`config.mk`:
```
export PLATFORM = sky130hd
export DESIGN_NAME = char_lcd_command_sequencer_top
export DESIGN_NICKNAME = d
export VERILOG_FILES = /design/src/design/lcdseq_pkg.sv /design/src/design/lcdseq_front.sv /design/src/design/lcdseq_queue.sv /design/src/design/lcdseq_back.sv /design/src/design/char_lcd_command_sequencer_top.sv
export SDC_FILE = /design/constraint.sdc
export NUM_CORES = 1
export LEC_CHECK = 0
export BUFFER_PORTS_ARGS = -buffer_cell sky130_fd_sc_hd__buf_2
export CAP_MARGIN = 20
export CORE_ASPECT_RATIO = 1.4
export CORE_MARGIN = 5
export CORE_UTILIZATION = 50
export DETAILED_ROUTE_END_ITERATION = 8
export GPL_TIMING_DRIVEN = 0
export PLACE_DENSITY = 0.67
export SYNTH_ARGS = -nofsm -noshare
export SYNTH_HDL_FRONTEND = slang
export SYNTH_SLANG_ARGS = --single-unit
```
`constraint.sdc`:
```
create_clock -name clk -period 4.45 [get_ports clk]
set_input_delay 0.6675 -clock clk [delete_from_list [all_inputs] [get_ports clk]]
set_output_delay 0.6675 -clock clk [all_outputs]
set_load 0.02 [all_outputs]
```
`src/design/lcdseq_pkg.sv`:
```
// Package for the character LCD command sequencer.
// Holds transfer and command types, LCD instruction codes and the small decode tables.
// No dependencies; every other design file imports it.
package lcdseq_pkg;

  // Display geometry and cursor limits
  localparam int unsigned LINE_WIDTH_DEF = 16;
  localparam logic [5:0]  CURSOR_MAX     = 6'd63;
  localparam logic [4:0]  BAR_MAX_CELLS  = 5'd16;

  // Host command codes
  localparam logic [3:0] FN_INIT       = 4'd0;
  localparam logic [3:0] FN_CGRAM      = 4'd1;
  localparam logic [3:0] FN_GLYPH      = 4'd2;
  localparam logic [3:0] FN_CLEAR      = 4'd3;
  localparam logic [3:0] FN_GOTO       = 4'd4;
  localparam logic [3:0] FN_PUTC       = 4'd5;
  localparam logic [3:0] FN_CURSOR_OFF = 4'd6;
  localparam logic [3:0] FN_DISPLAY_ON = 4'd7;
  localparam logic [3:0] FN_BARGRAPH   = 4'd8;

  // LCD instruction bytes and init nibbles
  localparam logic [7:0] CMD_FUNC_SET   = 8'h28;
  localparam logic [7:0] CMD_DISP_CURS  = 8'h0E;
  localparam logic [7:0] CMD_ENTRY_MODE = 8'h06;
  localparam logic [7:0] CMD_CLEAR      = 8'h01;
  localparam logic [7:0] CMD_CURSOR_OFF = 8'h0C;
  localparam logic [7:0] CMD_LINE2_HOME = 8'hC0;
  localparam logic [7:0] CMD_CGRAM_ADDR = 8'h40;
  localparam logic [7:0] CMD_DDRAM_ADDR = 8'h80;
  localparam logic [7:0] LINE2_OFFSET   = 8'h40;
  localparam logic [7:0] NIB_WAKE       = 8'h03;
  localparam logic [7:0] NIB_4BIT       = 8'h02;

  // Bargraph scaling: one glyph level per BAR_UNIT of percent*cells
  localparam int unsigned PROD_W        = 11;
  localparam logic [10:0] BAR_UNIT      = 11'd20;
  localparam logic [10:0] BAR_FULL_MIN  = BAR_UNIT * 11'd6;
  localparam logic [10:0] BAR_FULL_STEP = BAR_UNIT * 11'd5;
  localparam logic [2:0]  BAR_FULL_GLYPH = 3'd5;

  // Init script length
  localparam logic [3:0] INIT_LAST_STEP = 4'd8;

  // Transfer kinds
  localparam logic KIND_NIBBLE = 1'b0;
  localparam logic KIND_BYTE   = 1'b1;
  localparam logic RS_INSTR    = 1'b0;
  localparam logic RS_DATA     = 1'b1;

  // Input item
  typedef struct packed {
    logic [3:0] func;
    logic [7:0] char_code;
    logic [4:0] column;
    logic [1:0] row;
    logic [6:0] bar_percent;
    logic [4:0] bar_cells;
  } in_item_t;

  // Result item, one per LCD transfer
  typedef struct packed {
    logic       transfer_kind;
    logic       reg_select;
    logic [7:0] value;
    logic       last_transfer;
  } out_item_t;

  // Classified job handed from front to back
  typedef enum logic [2:0] {
    OP_INIT,
    OP_CLEAR,
    OP_SINGLE,
    OP_GOTO,
    OP_PUTC,
    OP_BAR
  } job_op_t;

  typedef struct packed {
    job_op_t           op;
    logic              rs;
    logic [7:0]        value;
    logic [5:0]        target;
    logic [PROD_W-1:0] prod;
    logic [4:0]        cells;
  } job_t;

  // Back-end sequencer states
  typedef enum logic {
    BK_IDLE,
    BK_BUSY
  } bk_state_t;

  // One transfer of the power-on script
  function automatic out_item_t init_xfer(input logic [3:0] step);
    out_item_t x;
    x.transfer_kind = KIND_BYTE;
    x.reg_select    = RS_INSTR;
    x.last_transfer = 1'b0;
    case (step) inside
      4'd0, 4'd1, 4'd2: begin
        x.transfer_kind = KIND_NIBBLE;
        x.value         = NIB_WAKE;
      end
      4'd3: begin
        x.transfer_kind = KIND_NIBBLE;
        x.value         = NIB_4BIT;
      end
      4'd4: x.value = CMD_FUNC_SET;
      4'd5: x.value = CMD_DISP_CURS;
      4'd6: x.value = CMD_ENTRY_MODE;
      4'd7: x.value = CMD_CLEAR;
      default: begin
        x.value         = CMD_DDRAM_ADDR;
        x.last_transfer = 1'b1;
      end
    endcase
    return x;
  endfunction

  // Glyph for a remainder below the full threshold (r / BAR_UNIT, capped at 5)
  function automatic logic [2:0] bar_glyph(input logic [PROD_W-1:0] r);
    logic [2:0] g;
    if (r >= BAR_UNIT * 11'd5)      g = 3'd5;
    else if (r >= BAR_UNIT * 11'd4) g = 3'd4;
    else if (r >= BAR_UNIT * 11'd3) g = 3'd3;
    else if (r >= BAR_UNIT * 11'd2) g = 3'd2;
    else if (r >= BAR_UNIT)         g = 3'd1;
    else                            g = 3'd0;
    return g;
  endfunction

endpackage

```
`src/design/lcdseq_front.sv`:
```
// Front end: accepts host commands and classifies them into jobs.
// Works out goto address and cursor target, and the bargraph product.
// Depends on lcdseq_pkg.
module lcdseq_front import lcdseq_pkg::*; #(
  parameter int unsigned LINE_WIDTH = LINE_WIDTH_DEF
) (
  input  logic     clk,
  input  logic     rst_n,
  input  logic     in_valid,
  output logic     in_stall,
  input  in_item_t in_data,
  output logic     job_valid,
  input  logic     job_ready,
  output job_t     job_data
);

  localparam logic [5:0] LW6 = 6'(LINE_WIDTH);

  logic     fv_r, fv_nxt;
  job_t     fjob_r;
  job_t     cls;
  logic     keep;
  logic     accept;
  logic [5:0] col6, col_c, x;
  logic       line;
  logic [6:0] target7;
  logic [4:0] cells_c;

  assign in_stall  = fv_r & ~job_ready;
  assign accept    = in_valid & ~in_stall;
  assign job_valid = fv_r;
  assign job_data  = fjob_r;

  // Goto address: clamp column, pick line, saturate cursor target
  always_comb begin
    col6 = {1'b0, in_data.column};
    if (col6 == 6'd0)     col_c = 6'd1;
    else if (col6 > LW6)  col_c = LW6;
    else                  col_c = col6;
    x       = col_c - 6'd1;
    line    = (in_data.row != 2'd1);
    target7 = (line ? {1'b0, LW6} : 7'd0) + {1'b0, x};
    cells_c = (in_data.bar_cells > BAR_MAX_CELLS) ? BAR_MAX_CELLS : in_data.bar_cells;
  end

  // Command decode
  always_comb begin
    keep       = 1'b1;
    cls.op     = OP_SINGLE;
    cls.rs     = RS_INSTR;
    cls.value  = in_data.char_code;
    cls.target = (target7 > {1'b0, CURSOR_MAX}) ? CURSOR_MAX : target7[5:0];
    cls.prod   = {4'b0, in_data.bar_percent} * {6'b0, cells_c};
    cls.cells  = cells_c;
    unique case (in_data.func)
      FN_INIT:       cls.op = OP_INIT;
      FN_CGRAM:      cls.value = CMD_CGRAM_ADDR;
      FN_GLYPH:      cls.rs = RS_DATA;
      FN_CLEAR:      cls.op = OP_CLEAR;
      FN_GOTO: begin
        cls.op    = OP_GOTO;
        cls.value = CMD_DDRAM_ADDR | (line ? LINE2_OFFSET : 8'h00) | {2'b0, x};
      end
      FN_PUTC:       cls.op = OP_PUTC;
      FN_CURSOR_OFF: cls.value = CMD_CURSOR_OFF;
      FN_DISPLAY_ON: cls.value = CMD_DISP_CURS;
      FN_BARGRAPH: begin
        cls.op = OP_BAR;
        keep   = (cells_c != 5'd0);
      end
      default:       keep = 1'b0;
    endcase
  end

  // Holding register; a dropped command simply never becomes valid
  always_comb begin
    fv_nxt = fv_r;
    if (accept)         fv_nxt = keep;
    else if (job_ready) fv_nxt = 1'b0;
  end

  always_ff @(posedge clk) begin
    if (!rst_n) begin
      fv_r <= 1'b0;
    end else begin
      fv_r <= fv_nxt;
    end
  end

  always_ff @(posedge clk) begin
    if (accept) begin
      fjob_r <= cls;
    end
  end

endmodule

```
`src/design/lcdseq_queue.sv`:
```
// Two-entry job queue between the front and back ends.
// Depends on lcdseq_pkg for the job type.
module lcdseq_queue import lcdseq_pkg::*; (
  input  logic clk,
  input  logic rst_n,
  input  logic push_valid,
  output logic push_ready,
  input  job_t push_data,
  output logic pop_valid,
  input  logic pop,
  output job_t pop_data
);

  job_t       mem [2];
  logic       wr_ptr_r, rd_ptr_r;
  logic [1:0] count_r;
  logic       do_push, do_pop;

  assign push_ready = (count_r != 2'd2);
  assign pop_valid  = (count_r != 2'd0);
  assign pop_data   = mem[rd_ptr_r];
  assign do_push    = push_valid & push_ready;
  assign do_pop     = pop & pop_valid;

  // Storage
  always_ff @(posedge clk) begin
    if (do_push) begin
      mem[wr_ptr_r] <= push_data;
    end
  end

  // Pointers and fill count
  always_ff @(posedge clk) begin
    if (!rst_n) begin
      wr_ptr_r <= 1'b0;
      rd_ptr_r <= 1'b0;
      count_r  <= 2'd0;
    end else begin
      if (do_push) wr_ptr_r <= ~wr_ptr_r;
      if (do_pop)  rd_ptr_r <= ~rd_ptr_r;
      count_r <= count_r + {1'b0, do_push} - {1'b0, do_pop};
    end
  end

endmodule

```
`src/design/lcdseq_back.sv`:
```
// Back end: expands one job into LCD transfers, one per cycle while not stalled, and owns the cursor.
// Drives the registered result channel. Depends on lcdseq_pkg.
module lcdseq_back import lcdseq_pkg::*; #(
  parameter int unsigned LINE_WIDTH = LINE_WIDTH_DEF
) (
  input  logic      clk,
  input  logic      rst_n,
  input  logic      q_valid,
  output logic      q_pop,
  input  job_t      q_data,
  output logic      out_valid,
  input  logic      out_stall,
  output out_item_t out_data
);

  localparam logic [5:0] LW6 = 6'(LINE_WIDTH);

  bk_state_t         state_r, state_nxt;
  job_t              job_r;
  logic [3:0]        step_r, step_nxt;
  logic [5:0]        cursor_r, cursor_nxt;
  logic              wrap_r, wrap_nxt;
  logic [PROD_W-1:0] rem_r, rem_nxt;
  logic [4:0]        cells_r, cells_nxt;
  logic              out_valid_r;
  out_item_t         out_data_r;
  logic              can_emit, emit, full;
  logic [2:0]        glyph;
  logic [7:0]        char_byte;
  out_item_t         xfer;

  assign out_valid = out_valid_r;
  assign out_data  = out_data_r;
  assign can_emit  = ~out_valid_r | ~out_stall;
  assign full      = (rem_r >= BAR_FULL_MIN);
  assign glyph     = full ? BAR_FULL_GLYPH : bar_glyph(rem_r);
  assign char_byte = (job_r.op == OP_BAR) ? {5'b0, glyph} : job_r.value;

  // Sequencer: next state and the transfer for this cycle
  always_comb begin
    state_nxt  = state_r;
    step_nxt   = step_r;
    cursor_nxt = cursor_r;
    wrap_nxt   = wrap_r;
    rem_nxt    = rem_r;
    cells_nxt  = cells_r;
    q_pop      = 1'b0;
    emit       = 1'b0;
    xfer       = '0;
    unique case (state_r)
      BK_IDLE: begin
        if (q_valid) begin
          q_pop     = 1'b1;
          step_nxt  = 4'd0;
          wrap_nxt  = 1'b0;
          rem_nxt   = q_data.prod;
          cells_nxt = q_data.cells;
          state_nxt = BK_BUSY;
        end
      end
      BK_BUSY: begin
        if (can_emit) begin
          emit = 1'b1;
          xfer.transfer_kind = KIND_BYTE;
          xfer.reg_select    = RS_INSTR;
          case (job_r.op) inside
            OP_INIT: begin
              xfer     = init_xfer(step_r);
              step_nxt = step_r + 4'd1;
              if (step_r == INIT_LAST_STEP) cursor_nxt = 6'd0;
            end
            OP_CLEAR: begin
              step_nxt = step_r + 4'd1;
              if (step_r == 4'd0) begin
                xfer.value = CMD_CLEAR;
              end else begin
                xfer.value         = CMD_DDRAM_ADDR;
                xfer.last_transfer = 1'b1;
                cursor_nxt         = 6'd0;
              end
            end
            OP_SINGLE: begin
              xfer.reg_select    = job_r.rs;
              xfer.value         = job_r.value;
              xfer.last_transfer = 1'b1;
            end
            OP_GOTO: begin
              xfer.value         = job_r.value;
              xfer.last_transfer = 1'b1;
              cursor_nxt         = job_r.target;
            end
            OP_PUTC, OP_BAR: begin
              if (cursor_r == LW6 && !wrap_r) begin
                // end of line one: move to line two before the character
                xfer.value = CMD_LINE2_HOME;
                wrap_nxt   = 1'b1;
              end else begin
                xfer.reg_select = RS_DATA;
                xfer.value      = char_byte;
                wrap_nxt        = 1'b0;
                cursor_nxt      = (cursor_r == CURSOR_MAX) ? CURSOR_MAX : cursor_r + 6'd1;
                if (job_r.op == OP_PUTC) begin
                  xfer.last_transfer = 1'b1;
                end else begin
                  xfer.last_transfer = ~full | (cells_r == 5'd1);
                  cells_nxt          = cells_r - 5'd1;
                  if (full) rem_nxt = rem_r - BAR_FULL_STEP;
                end
              end
            end
            default: begin
              emit      = 1'b0;
              state_nxt = BK_IDLE;
            end
          endcase
          if (emit && xfer.last_transfer) state_nxt = BK_IDLE;
        end
      end
    endcase
  end

  always_ff @(posedge clk) begin
    if (!rst_n) begin
      state_r     <= BK_IDLE;
      cursor_r    <= 6'd0;
      out_valid_r <= 1'b0;
    end else begin
      state_r  <= state_nxt;
      cursor_r <= cursor_nxt;
      if (can_emit) out_valid_r <= emit;
    end
  end

  // Job context and output payload
  always_ff @(posedge clk) begin
    step_r  <= step_nxt;
    wrap_r  <= wrap_nxt;
    rem_r   <= rem_nxt;
    cells_r <= cells_nxt;
    if (q_pop) job_r <= q_data;
    if (can_emit && emit) out_data_r <= xfer;
  end

endmodule

```
`src/design/char_lcd_command_sequencer_top.sv`:
```
// Top level of the character LCD command sequencer (4-bit HD44780-style bus).
// Instantiates lcdseq_front, lcdseq_queue and lcdseq_back; depends on lcdseq_pkg.
//
//   channel | ports                          | payload
//   --------+--------------------------------+-----------------------------
//   input   | in_valid / in_stall / in_data  | in_item_t, one host command
//   result  | out_valid / out_stall / out_data | out_item_t, one LCD transfer
//
// Each command passes through the front register and the queue, and the back sequencer
// loads it from the queue before its first transfer appears on the registered result
// channel. The back end then emits one transfer per cycle while the result channel is
// not stalled, and returns to idle after each command's last transfer to load the next.
// Unknown commands and empty bargraphs are dropped in the front with no result.
// Reset clears the cursor to 0 and empties the queue; both sides stall freely.
module char_lcd_command_sequencer_top import lcdseq_pkg::*; #(
  parameter int unsigned LINE_WIDTH = LINE_WIDTH_DEF  // 8..40
) (
  input  logic      clk,
  input  logic      rst_n,
  input  logic      in_valid,
  output logic      in_stall,
  input  in_item_t  in_data,
  output logic      out_valid,
  input  logic      out_stall,
  output out_item_t out_data
);

  logic fq_valid, fq_ready;
  job_t fq_data;
  logic qb_valid, qb_pop;
  job_t qb_data;

  lcdseq_front #(.LINE_WIDTH(LINE_WIDTH)) u_front (
    .clk       (clk),
    .rst_n     (rst_n),
    .in_valid  (in_valid),
    .in_stall  (in_stall),
    .in_data   (in_data),
    .job_valid (fq_valid),
    .job_ready (fq_ready),
    .job_data  (fq_data)
  );

  lcdseq_queue u_queue (
    .clk        (clk),
    .rst_n      (rst_n),
    .push_valid (fq_valid),
    .push_ready (fq_ready),
    .push_data  (fq_data),
    .pop_valid  (qb_valid),
    .pop        (qb_pop),
    .pop_data   (qb_data)
  );

  lcdseq_back #(.LINE_WIDTH(LINE_WIDTH)) u_back (
    .clk       (clk),
    .rst_n     (rst_n),
    .q_valid   (qb_valid),
    .q_pop     (qb_pop),
    .q_data    (qb_data),
    .out_valid (out_valid),
    .out_stall (out_stall),
    .out_data  (out_data)
  );

endmodule

```
# After elaboration in Yosys (flattened, before gate mapping)
# Memories as Yosys holds them, arrays and structs flattened. A register that Yosys moved wholly into a read port is not among the register bits.
# Index checks and enable logic that the tools add are counted.
# op_classes
n_shift,0
muxes,111
eq_ne,41
n_lt_le_gt_ge,9
n_addsub,8
mul,1
bitwise_logic,16
div,0
reduce_logical,22
# op_table
operator,n
11-bit 2-to-1 mux,10
8-bit 2-to-1 mux,9
5-bit 2-to-1 mux,13
9-bit 2-to-1 mux,7
6-bit 2-to-1 mux,9
1-bit 2-to-1 mux,45
11-bit by 7-bit greater-or-equal comparator with 1-bit output (second input constant),3
4-bit by 3-bit equality test with 1-bit output (second input constant),8
8-bit one-hot mux with 4 select lines,1
2-bit inequality test (second input constant),12
11-bit by 6-bit greater-or-equal comparator with 1-bit output (second input constant),2
11-bit one-hot mux with 2 select lines,1
4-bit by 2-bit equality test with 1-bit output (second input constant),4
4-bit 2-to-1 mux,4
3-bit one-hot mux with 5 select lines,1
7-bit AND reduction,2
3-bit 2-to-1 mux,4
11-bit by 5-bit greater-or-equal comparator with 1-bit output (second input constant),1
7-bit by 5-bit multiplier with 11-bit output,1
11-bit by 7-bit subtractor with 11-bit output (second input constant),1
5-bit > comparator (second input constant),2
5-bit one-hot mux with 2 select lines,1
10-bit AND reduction,1
1-bit NOT,9
other kinds (43),57
# word_totals
ram_bits,68
inputBits,35
romBits,0
latch_bits,0
register_bits,97
n_memories,1
elab_cells,234
# mem_list
memory,depth,word_bits,rd,rd_ports_with_merged_regs,write_ports,line_no,source
u_queue.mem,2,34,1,1,1,lcdseq_queue.sv:14,job_t mem [2];

# Depth between registers and ports, before layout
# Gate-level depths: netlist (run 1).
# logic_depth
depth_word,20
mapped_depth,14
depth_no_buf,13

# Modules after synthesis
# A second synthesis (run 1) with hierarchy kept.
# unflattened
cells_unflattened,668
hier_area_um2,8588.2
# by_module_without_submodules
mod,cells_each,area_each_um2,instances,seq_area_each_um2
lcdseq_back,299,3143.0,1,1661.6
lcdseq_queue,130,2844.0,1,2142.1
lcdseq_front,239,2601.2,1,1041.0

# Worst setup path after synthesis (run 1)
# No wires, ideal clock.
# synth_timing
path_kind,input port to flip-flop
start,input port in_data[3] (netlist bit)
end,"register u_front.fjob_r, in the netlist u_front.job_data[15], data pin"
slack_ns,0.442
t_arrival_ns,3.740
cell_stages,13
required_ns,4.182
setup_time_ns,0.268
cell_sequence,nor2b_1 clkbuf_1 nand2_1 fa_1 fa_1 fa_1 inv_1 ha_1 nor2b_1 o21ai_0 a21oi_1 o41ai_1 xnor2_1
# synth_rtl
element,line_no,source
start: declaration,char_lcd_command_sequencer_top.sv:22,"input in_item_t in_data,"
end signal: assignment,lcdseq_front.sv:92,fjob_r <= cls;
end: declaration,lcdseq_front.sv:20,job_t fjob_r;

==> results.yml, run 1 <==
clock_network:
  cts_sinks: 166
  numCtsBuffers: 17
  clk_pin_slew_ps: 70
  clk_latency_ps: 430
  cts_setup_buffers: 0
  cts_tree: "built"
  clockBufferDepth: 2
  cts_hold_buf: 0
  clockRootBuffer: "clkbuf_16"
  cts-htree-levels: 4
  ctsResizeCount: 0
logic_synthesis:
  yosysWarnings: 0
  synth-edff-count: 152
  synth_seq_cells: 166
  syn_inst: 664
  yosys.area_share.xor_xnor_pct: 2.74
  yosys.area_share.simple_pct: 12.4
  syn-num-nets: 750
  synth.yosys.seq_area_share_pct: 58.4
  synth_top_family_by_area: "simple AND/OR/NAND/NOR gates"
  async_reset_ff_share_pct: 0
  syn-mean-instance-area_um2: 12.5
  synth-compound-area-share_pct: 10.3
  muxShareOfSynthArea_pct: 3.92
  synthesis.area_mm2: 0.00830
  synthFlopType: "edfxtp_1"
  synthAdderAreaFrac_pct: 9.08
  synth_cell_types: 64
placed_design:
  place_congestion: 0.900
  portBuffers: 45
  dpl.hpwl_um: 11000
floorplan:
  fp.dieW_um: 119
  die-area_mm2: 0.0193
  die_h_um: 162
  rows: 55
  initial_core_util_pct: 51.1
  core_mm2: 0.0162
  io_pins: 48
sta:
  tightestPinTransition_ps: 975
  finalSetupTns_ps: 0
  rsz0062_at_grt: "no"
  slew_headroom_pct: 35.0
  fin_skew_ps: 8.25
  period_minus_slack_ps: 4020
  hold_violations: 0
  maxSlewViolCount: 0
  fin_crit_sh_pct: 90.3
  fmax_mhz: 249
  setup_viol: 0
grt:
  antenna_found_initial: 0
  grt_start_max_net_pins: 35
  grt-ovfl-total: 0
  grt_pass1_wl_um: 24700
  grt_pass1_vias: 5195
  grt.total_usage_pct: 16.1
final_layout:
  diodes: 0
  area.growth.synth_to_final_pct: 13.6
  drive_gt1_share_pct: 15.8
  layout.nets: 815
setup_path:
  worst_ep_arrival_time_ps: 4180
  reg2reg_from: "u_back.state_r"
  crit_family: "adder cells"
  reg2reg_to: "u_back.rem_r[7]"
  cp_slowest_cell: "fa_1"
  critPathRequiredTime_ps: 4610
  cp_slowest_stage_delay_ps: 540
  startpoint_type: "input port"
  worst-path-buf-inv: 3
  r2r_cells: 6
  cp_cell_sequence: "buf_2 -> nor2b_1 -> clkbuf_1 -> nand2_1 -> fa_1 -> fa_1 -> fa_1 -> inv_1 -> ha_1 -> nor2b_1 -> o21ai_0 -> a21oi_1 -> o41ai_1 -> xnor2_1"
  end_kind: "flop"
  reg2reg_slack_ps: 1560
  crit_fanout: 8
  crit_top_cell: "fa_1"
  crit_type: "input port to flop"
routing:
  wire_per_inst_um: 15.7
  drtPass1Iterations: 4
  via_per_inst: 5.40
  drcViolationCount: 0
  via_count: 5078
  drt_iter0_markers: 223
  ant_nets: 0
  wl_um: 14800
hold_path:
  worstHoldPathCells: 0
  hp-class: "flop to flop"
  hp-start: "u_front.job_data[0]"
  whs_endpoint: "u_queue.mem[0][0]"
power:
  power.total_mw: 5.17
  power_density_mw_per_mm2: 549
  ir_worst_vdd_mv: 0.305
  power.leakage_nw: 3.49
status:
  outcome: "completed"
run:
  maxCapViolCount: 0
-- layout by cell type (no fill, tap or decap), types with 5 or more instances in the layout --
cell type / count
clkbuf_1: 21
dfxtp_1: 14
o21ai_0: 25
mux2_2: 20
clkbuf_16: 17
a21oi_1: 33
a22oi_1: 5
and2_1: 30
nand2_1: 44
buf_2: 51
edfxtp_1: 152
nor2b_1: 21
a211oi_1: 10
ha_1: 37
xor2_1: 5
nand2b_1: 19
xnor2_1: 21
a31oi_1: 5
nor2_1: 36
inv_1: 37
nand3_1: 7
nor3_1: 12
mux2i_1: 10
fa_1: 14
-- power breakdown --
part	total [mW]	switching [mW]	leakage [nW]	internal, mW
Combinational	1.39	0.851	1.65	0.539
Sequential	2.32	0.189	1.54	2.13
Clock	1.46	0.656	0.297	0.807
-- worst max-delay path by stage --
stage | endpoint | cells after the start | startpoint | slack [ps]
CTS | u_front.job_data[15] | 14 | in_data[4] | 450
floorplan | u_front.job_data[15] | 13 | in_data[3] | 440
detailed placement | u_front.job_data[15] | 14 | in_data[4] | 3
global route | u_front.job_data[15] | 14 | in_data[4] | 200
global placement | u_front.job_data[15] | 14 | in_data[4] | 20
finish | u_front.job_data[15] | 14 | in_data[4] | 430
-- cells in the mapped netlist (all sizes together) (5+ instances only) --
cell	count	share of area [%]
mux2	20	2.7
buf	9	0.54
o21ai	26	1.6
mux2i	10	1.2
ha	37	5.6
clkbuf	21	0.95
a31oi	5	0.38
edfxtp	152	55
nor2	38	1.7
fa	14	3.4
inv	37	1.7
a211oi	10	0.90
nor3	12	0.72
dfxtp	14	3.4
nor2b	22	1.7
xnor2	21	2.2
xor2	5	0.53
and2	30	2.3
nand2b	20	1.5
a22oi	5	0.45
a21oi	33	2.0
nand2	44	2.0
nand3	7	0.42
-- flip-flops by register name, indices dropped and copies added (netlist names), named ones only --
signal	flops
u_front.job_data	34
u_queue.wr_ptr_r	1
u_back.rem_r	11
u_front.job_valid	1
u_back.state_r	1
u_queue.mem	68
u_back.step_r	4
u_back.job_r	18
u_queue.rd_ptr_r	1
u_back.cells_r	5
u_back.out_valid	1
u_back.wrap_r	1
u_back.out_data	11
u_back.cursor_r	6
u_queue.count_r	2
-- routing by layer --
metal	share of wire (%)	wire (um)	track usage (%)
met2	52	7720	29.3
met1	42	6200	18.2
met4	3.1	465	7.59
met5	0	0	0
met3	2.9	436	2.88
-- cell families after synthesis --
logic type               Yosys count
XOR/XNOR                          26
multiplexers                      30
flip-flops                       166
AND/OR/NAND/NOR                  194
other                              1
AO/OA/AOI/OAI                    128
adder cells (fa/ha/maj)           52
buffers and inverters             67
-- stage by stage --
step	hold slack [ps]	worst slack [ps]	instances	util (%)	area (um^2)
final	445	431	941	58.1	9430
after global routing	457	204	941	58.1	9430
after CTS	446	448	941	58.1	9430
after detailed placement	431	2.67	909	54.3	8820
after global placement	425	22.8	908	54.0	8770
after floorplan	421	442	664	-	8300
-- cell type report --
type	count	area (um^2)
Buffer	30	124
Clock buffer	17	425
Clock inverter	15	188
Fill cell	1312	6810
Inverter	37	139
Multi-Input combinational cell	431	3210
Sequential cell	166	4840
Tap cell	199	249
Timing Repair Buffer	46	253
Note: power is estimated with default switching activity, not from simulation.
==> run 2: changes to the inputs <==
--- a/config.mk
+++ b/config.mk
@@ -7,12 +7,14 @@
 export LEC_CHECK = 0
 export BUFFER_PORTS_ARGS = -buffer_cell sky130_fd_sc_hd__buf_2
 export CAP_MARGIN = 20
+export CELL_PAD_IN_SITES_DETAIL_PLACEMENT = 1
+export CELL_PAD_IN_SITES_GLOBAL_PLACEMENT = 2
 export CORE_ASPECT_RATIO = 1.4
 export CORE_MARGIN = 5
-export CORE_UTILIZATION = 50
+export CORE_UTILIZATION = 43
 export DETAILED_ROUTE_END_ITERATION = 8
 export GPL_TIMING_DRIVEN = 0
-export PLACE_DENSITY = 0.67
+export PLACE_DENSITY_LB_ADDON = 0.1
 export SYNTH_ARGS = -nofsm -noshare
 export SYNTH_HDL_FRONTEND = slang
 export SYNTH_SLANG_ARGS = --single-unit
==> results.yml, run 2 (synthesis results as in run 1) <==
floorplan:
  rows: 60
  fp.dieW_um: 127
  initial_core_util_pct: 43.4
  die-area_mm2: 0.0222
  die_h_um: 174
  io_pins: 48
  core_mm2: 0.0191
sta:
  rsz0062_at_grt: "no"
  tightestPinTransition_ps: 1060
  fin_crit_sh_pct: 92.6
  maxSlewViolCount: 0
  hold_violations: 0
  period_minus_slack_ps: 4120
  fmax_mhz: 243
  fin_skew_ps: 7.69
  slew_headroom_pct: 29.2
  whs_ps: 445
  finalSetupTns_ps: 0
  setup_viol: 0
grt:
  grt.total_usage_pct: 16.6
  grt_pass1_vias: 5915
  grt_start_max_net_pins: 35
  grt_pass1_wl_um: 29700
  antenna_found_initial: 0
  grt-ovfl-total: 0
final_layout:
  drive_gt1_share_pct: 15.8
  final_common_cell: "edfxtp_1"
  final_cell_mix: "edfxtp_1 (152), buf_2 (51), nand2_1 (44), inv_1 (37), ha_1 (37)"
  utilization_pct: 49.6
  area.growth.synth_to_final_pct: 14.4
  diodes: 0
  top_register: "u_queue.mem"
  largest_register_ffs: 68
  layout.nets: 815
  final_cells: 990
  seq_area_mm2: 0.00484
  multiInputGateArea_mm2: 0.00321
  fillers: 1997
power:
  p_seq_share_pct: 44.6
  power.total_mw: 5.24
  p_clk_share_pct: 28.3
  power.leakage_nw: 3.49
  swShare_pct: 33.7
  p_sw_mw: 1.76
  p_comb_share_pct: 27.2
  internal-power_mw: 3.48
  power_density_mw_per_mm2: 552
  ir_worst_vdd_mv: 0.265
placed_design:
  dpl.cell_count: 958
  portBuffers: 45
  place_congestion: 0.822
  dpl.hpwl_um: 13100
setup_path:
  worst_ep_arrival_time_ps: 4270
  cp_slowest_cell: "fa_1"
  crit_fanout: 8
  cp_slowest_stage_delay_ps: 540
  end_kind: "flop"
  crit_type: "input port to flop"
  crit_top_cell: "fa_1"
  critPathRequiredTime_ps: 4600
  crit_family: "adder cells"
  startpoint_type: "input port"
  cp_cell_sequence: "buf_2 -> nor2b_1 -> clkbuf_1 -> nand2_1 -> fa_1 -> fa_1 -> fa_1 -> inv_1 -> ha_1 -> nor2b_1 -> o21ai_0 -> a21oi_1 -> o41ai_1 -> xnor2_1"
  worst-path-buf-inv: 3
clock_network:
  numCtsBuffers: 17
  ctsResizeCount: 0
  cts_setup_buffers: 0
  cts_hold_buf: 0
  cts_tree: "built"
  clk_latency_ps: 420
  cts_sinks: 166
  clockBufferDepth: 2
  cts-htree-levels: 4
  clockRootBuffer: "clkbuf_16"
  clk_pin_slew_ps: 70
routing:
  drtPass1Iterations: 4
  wl_um: 17400
  via_count: 5249
  ant_nets: 0
  drt_iter0_markers: 310
  via_per_inst: 5.30
  wire_per_inst_um: 17.6
  drcViolationCount: 0
hold_path:
  hp-class: "flop to flop"
run:
  maxCapViolCount: 0
status:
  outcome: "completed"
run 2: cell types whose count changed in the layout (fill, tap and decap cells not counted):
cell      before  now
clkinv_8       4    5
inv_8          4    3
run 2: worst register-to-register path, delay by kind of cell, from the launching register on:
family,cells,cell delay [ps]
simple gates,1,540
compound gates,3,1280
flops,1,300
buf+inv,2,400
run 2: worst paths after layout:
| path | slack, ps | end | start | cells past startpoint |
|---|---|---|---|---|
| setup / recovery | 330 | u_front.job_data[15] | in_data[4] | 14 |
| hold / removal | 450 | u_queue.mem[0][18] | u_front.job_data[18] | 0 |
| setup reg to reg | 1570 | u_back.rem_r[9] | u_back.state_r | 6 |
| hold reg to reg | 450 | u_queue.mem[0][18] | u_front.job_data[18] | 0 |
run 2: metrics by stage:
stage	worst slack (ps)	cell area, um^2
6_report	330	9500
3_3_place_gp	-23.4	8830
3_5_place_dp	-127	8880
5_1_grt	52.9	9500
4_1_cts	335	9500
2_1_floorplan	442	8300
run 2: cell type report:
cell class | count | area share (%)
plain buffers | 30 | 1.30
clock buffers | 17 | 4.48
clock inverters | 15 | 2.03
inverters | 37 | 1.46
multi-input cells | 431 | 33.8
flip-flops and latches | 166 | 51.0
well taps | 248 | 3.27
repair buffers | 46 | 2.66
run 2: power groups by stage:
| stage | Combinational, mW | Sequential [mW] | Clock, mW |
|---|---|---|---|
| CTS | 1.44 | 2.34 | 1.53 |
| finish | 1.42 | 2.34 | 1.48 |
| detailed placement | 1.43 | 2.38 | 0 |
| floorplan | 1.01 | 2.33 | 0 |
| global placement | 1.38 | 2.35 | 0 |
| global route | 1.61 | 2.37 | 1.60 |
run 2: per-layer routing:
layer	track usage (%)	routed length [um]	share of wire [%]	up-vias
met3	2.49	432	2.5	26
met5	0	0	0	-
met1	19.1	7190	41	2591
li1	-	-	-	2548
met4	6.44	401	2.3	0
met2	30.6	9390	54	84
==> run 3: changes to the inputs <==
--- a/config.mk
+++ b/config.mk
@@ -14,6 +14,7 @@
 export CORE_UTILIZATION = 43
 export DETAILED_ROUTE_END_ITERATION = 8
 export GPL_TIMING_DRIVEN = 0
+export MAX_ROUTING_LAYER = met4
 export PLACE_DENSITY_LB_ADDON = 0.1
 export SYNTH_ARGS = -nofsm -noshare
 export SYNTH_HDL_FRONTEND = slang
==> results.yml, run 3 (synthesis results as in run 1) <==
routing:
  wire_per_inst_um: 17.6
  drcViolationCount: 0
  ant_nets: 0
  via_per_inst: 5.30
  drt_iter0_markers: 366
  via_count: 5250
  wl_um: 17500
  drtPass1Iterations: 4
setup_path:
  critPathLaunch: "in_data[4]"
  reg2reg_slack_ps: 1600
  worst_ep_arrival_time_ps: 4260
  reg2reg_to: "u_back.rem_r[9]"
  r2r_cells: 6
  reg2reg_from: "u_back.state_r"
  end_kind: "flop"
  crit_type: "input port to flop"
  cp-endpoint: "u_front.job_data[15]"
  startpoint_type: "input port"
  crit_fanout: 8
  critPathRequiredTime_ps: 4600
clock_network:
  clk_latency_ps: 420
  cts_hold_buf: 0
  cts_sinks: 166
  cts-htree-levels: 4
  cts_tree: "built"
  numCtsBuffers: 17
  clockRootBuffer: "clkbuf_16"
  ctsResizeCount: 0
  clk_pin_slew_ps: 70
  clockBufferDepth: 2
  cts_setup_buffers: 0
floorplan:
  rows: 60
  io_pins: 48
  die-area_mm2: 0.0222
  initial_core_util_pct: 43.4
  core_mm2: 0.0191
  fp.dieW_um: 127
  die_h_um: 174
grt:
  grt.total_usage_pct: 17.1
  grt-ovfl-total: 0
  grt_pass1_wl_um: 29700
  grt_pass1_vias: 5920
  grt_start_max_net_pins: 35
  antenna_found_initial: 0
sta:
  maxSlewViolCount: 0
  setup_ws_ps: 333
  fin_crit_sh_pct: 92.5
  period_minus_slack_ps: 4120
  setup_viol: 0
  rsz0062_at_grt: "no"
  tightestPinTransition_ps: 1060
  hold_violations: 0
  fmax_mhz: 243
  fin_skew_ps: 9.72
  slew_headroom_pct: 29.5
placed_design:
  dp_slack_ps: -127
  place_congestion: 0.834
  portBuffers: 45
  dpl.cell_count: 958
  dpl.hpwl_um: 13100
hold_path:
  worstHoldPathCells: 0
  hp-class: "flop to flop"
status:
  outcome: "completed"
power:
  swShare_pct: 33.7
  p_seq_share_pct: 44.6
  power.leakage_nw: 3.49
  ir_worst_vdd_mv: 0.265
  p_clk_share_pct: 28.3
  power_density_mw_per_mm2: 552
  p_sw_mw: 1.77
  internal-power_mw: 3.48
  p_comb_share_pct: 27.1
final_layout:
  area.growth.synth_to_final_pct: 14.4
  drive_gt1_share_pct: 15.8
  final_common_cell: "edfxtp_1"
  final_cells: 990
  final_cell_mix: "edfxtp_1 (152), buf_2 (51), nand2_1 (44), inv_1 (37), ha_1 (37)"
  diodes: 0
  layout.nets: 815
  largest_register_ffs: 68
  top_register: "u_queue.mem"
  utilization_pct: 49.6
run:
  maxCapViolCount: 0
run 3: cell counts in the layout (fill, tap and decap cells not counted):
No cell type changed its count.
run 3: worst min path at each step:
stage,from,to
3_5_place_dp,u_front.job_data[18],u_queue.mem[1][18]
5_1_grt,u_front.job_data[9],u_queue.mem[1][9]
3_3_place_gp,u_front.job_data[19],u_queue.mem[0][19]
2_1_floorplan,u_front.job_data[0],u_queue.mem[0][0]
4_1_cts,u_front.job_data[18],u_queue.mem[0][18]
6_report,u_front.job_data[18],u_queue.mem[0][18]
run 3: area by class of cell:
| class | instances | area [um^2] |
|---|---|---|
| fill | 1997 | 9650 |
| sequential | 166 | 4840 |
| multi-input combinational | 431 | 3210 |
| clock buffer | 17 | 425 |
| tap | 248 | 310 |
| timing repair buffer | 46 | 253 |
| clock inverter | 15 | 193 |
| inverter | 37 | 139 |
| buffer | 30 | 124 |
run 3: power by group through the flow:
| stage | logic, mW | clock network (mW) | registers [mW] |
|---|---|---|---|
| 2_1_floorplan | 1.01 | 0 | 2.33 |
| 3_3_place_gp | 1.38 | 0 | 2.35 |
| 3_5_place_dp | 1.43 | 0 | 2.38 |
| 4_1_cts | 1.44 | 1.53 | 2.34 |
| 5_1_grt | 1.61 | 1.60 | 2.37 |
| 6_report | 1.42 | 1.48 | 2.34 |
run 3: stage by stage:
step           cell area [um^2]  hold slack, ps  setup TNS (ps)  power [mW]
5_1_grt                    9500             467               0        5.58
4_1_cts                    9500             447               0        5.31
3_5_place_dp               8880             431            -127        3.80
2_1_floorplan              8300             421               0        3.34
3_3_place_gp               8830             425           -23.4        3.73
6_report                   9500             446               0        5.25
run 3: worst max-delay path, stage by stage:
cell,delay [ps]
buf_2,120
nor2b_1,110
clkbuf_1,300
nand2_1,130
fa_1,510
fa_1,530
fa_1,540
inv_1,40
ha_1,340
nor2b_1,150
o21ai_0,200
a21oi_1,130
o41ai_1,330
xnor2_1,170
run 3: layer usage:
| metal | global-route usage (%) | part of all wire [%] |
|---|---|---|
| met1 | 19.3 | 41 |
| met2 | 30.5 | 54 |
| met3 | 2.49 | 2.4 |
| met4 | 6.44 | 2.1 |
| met5 | - | 0 |
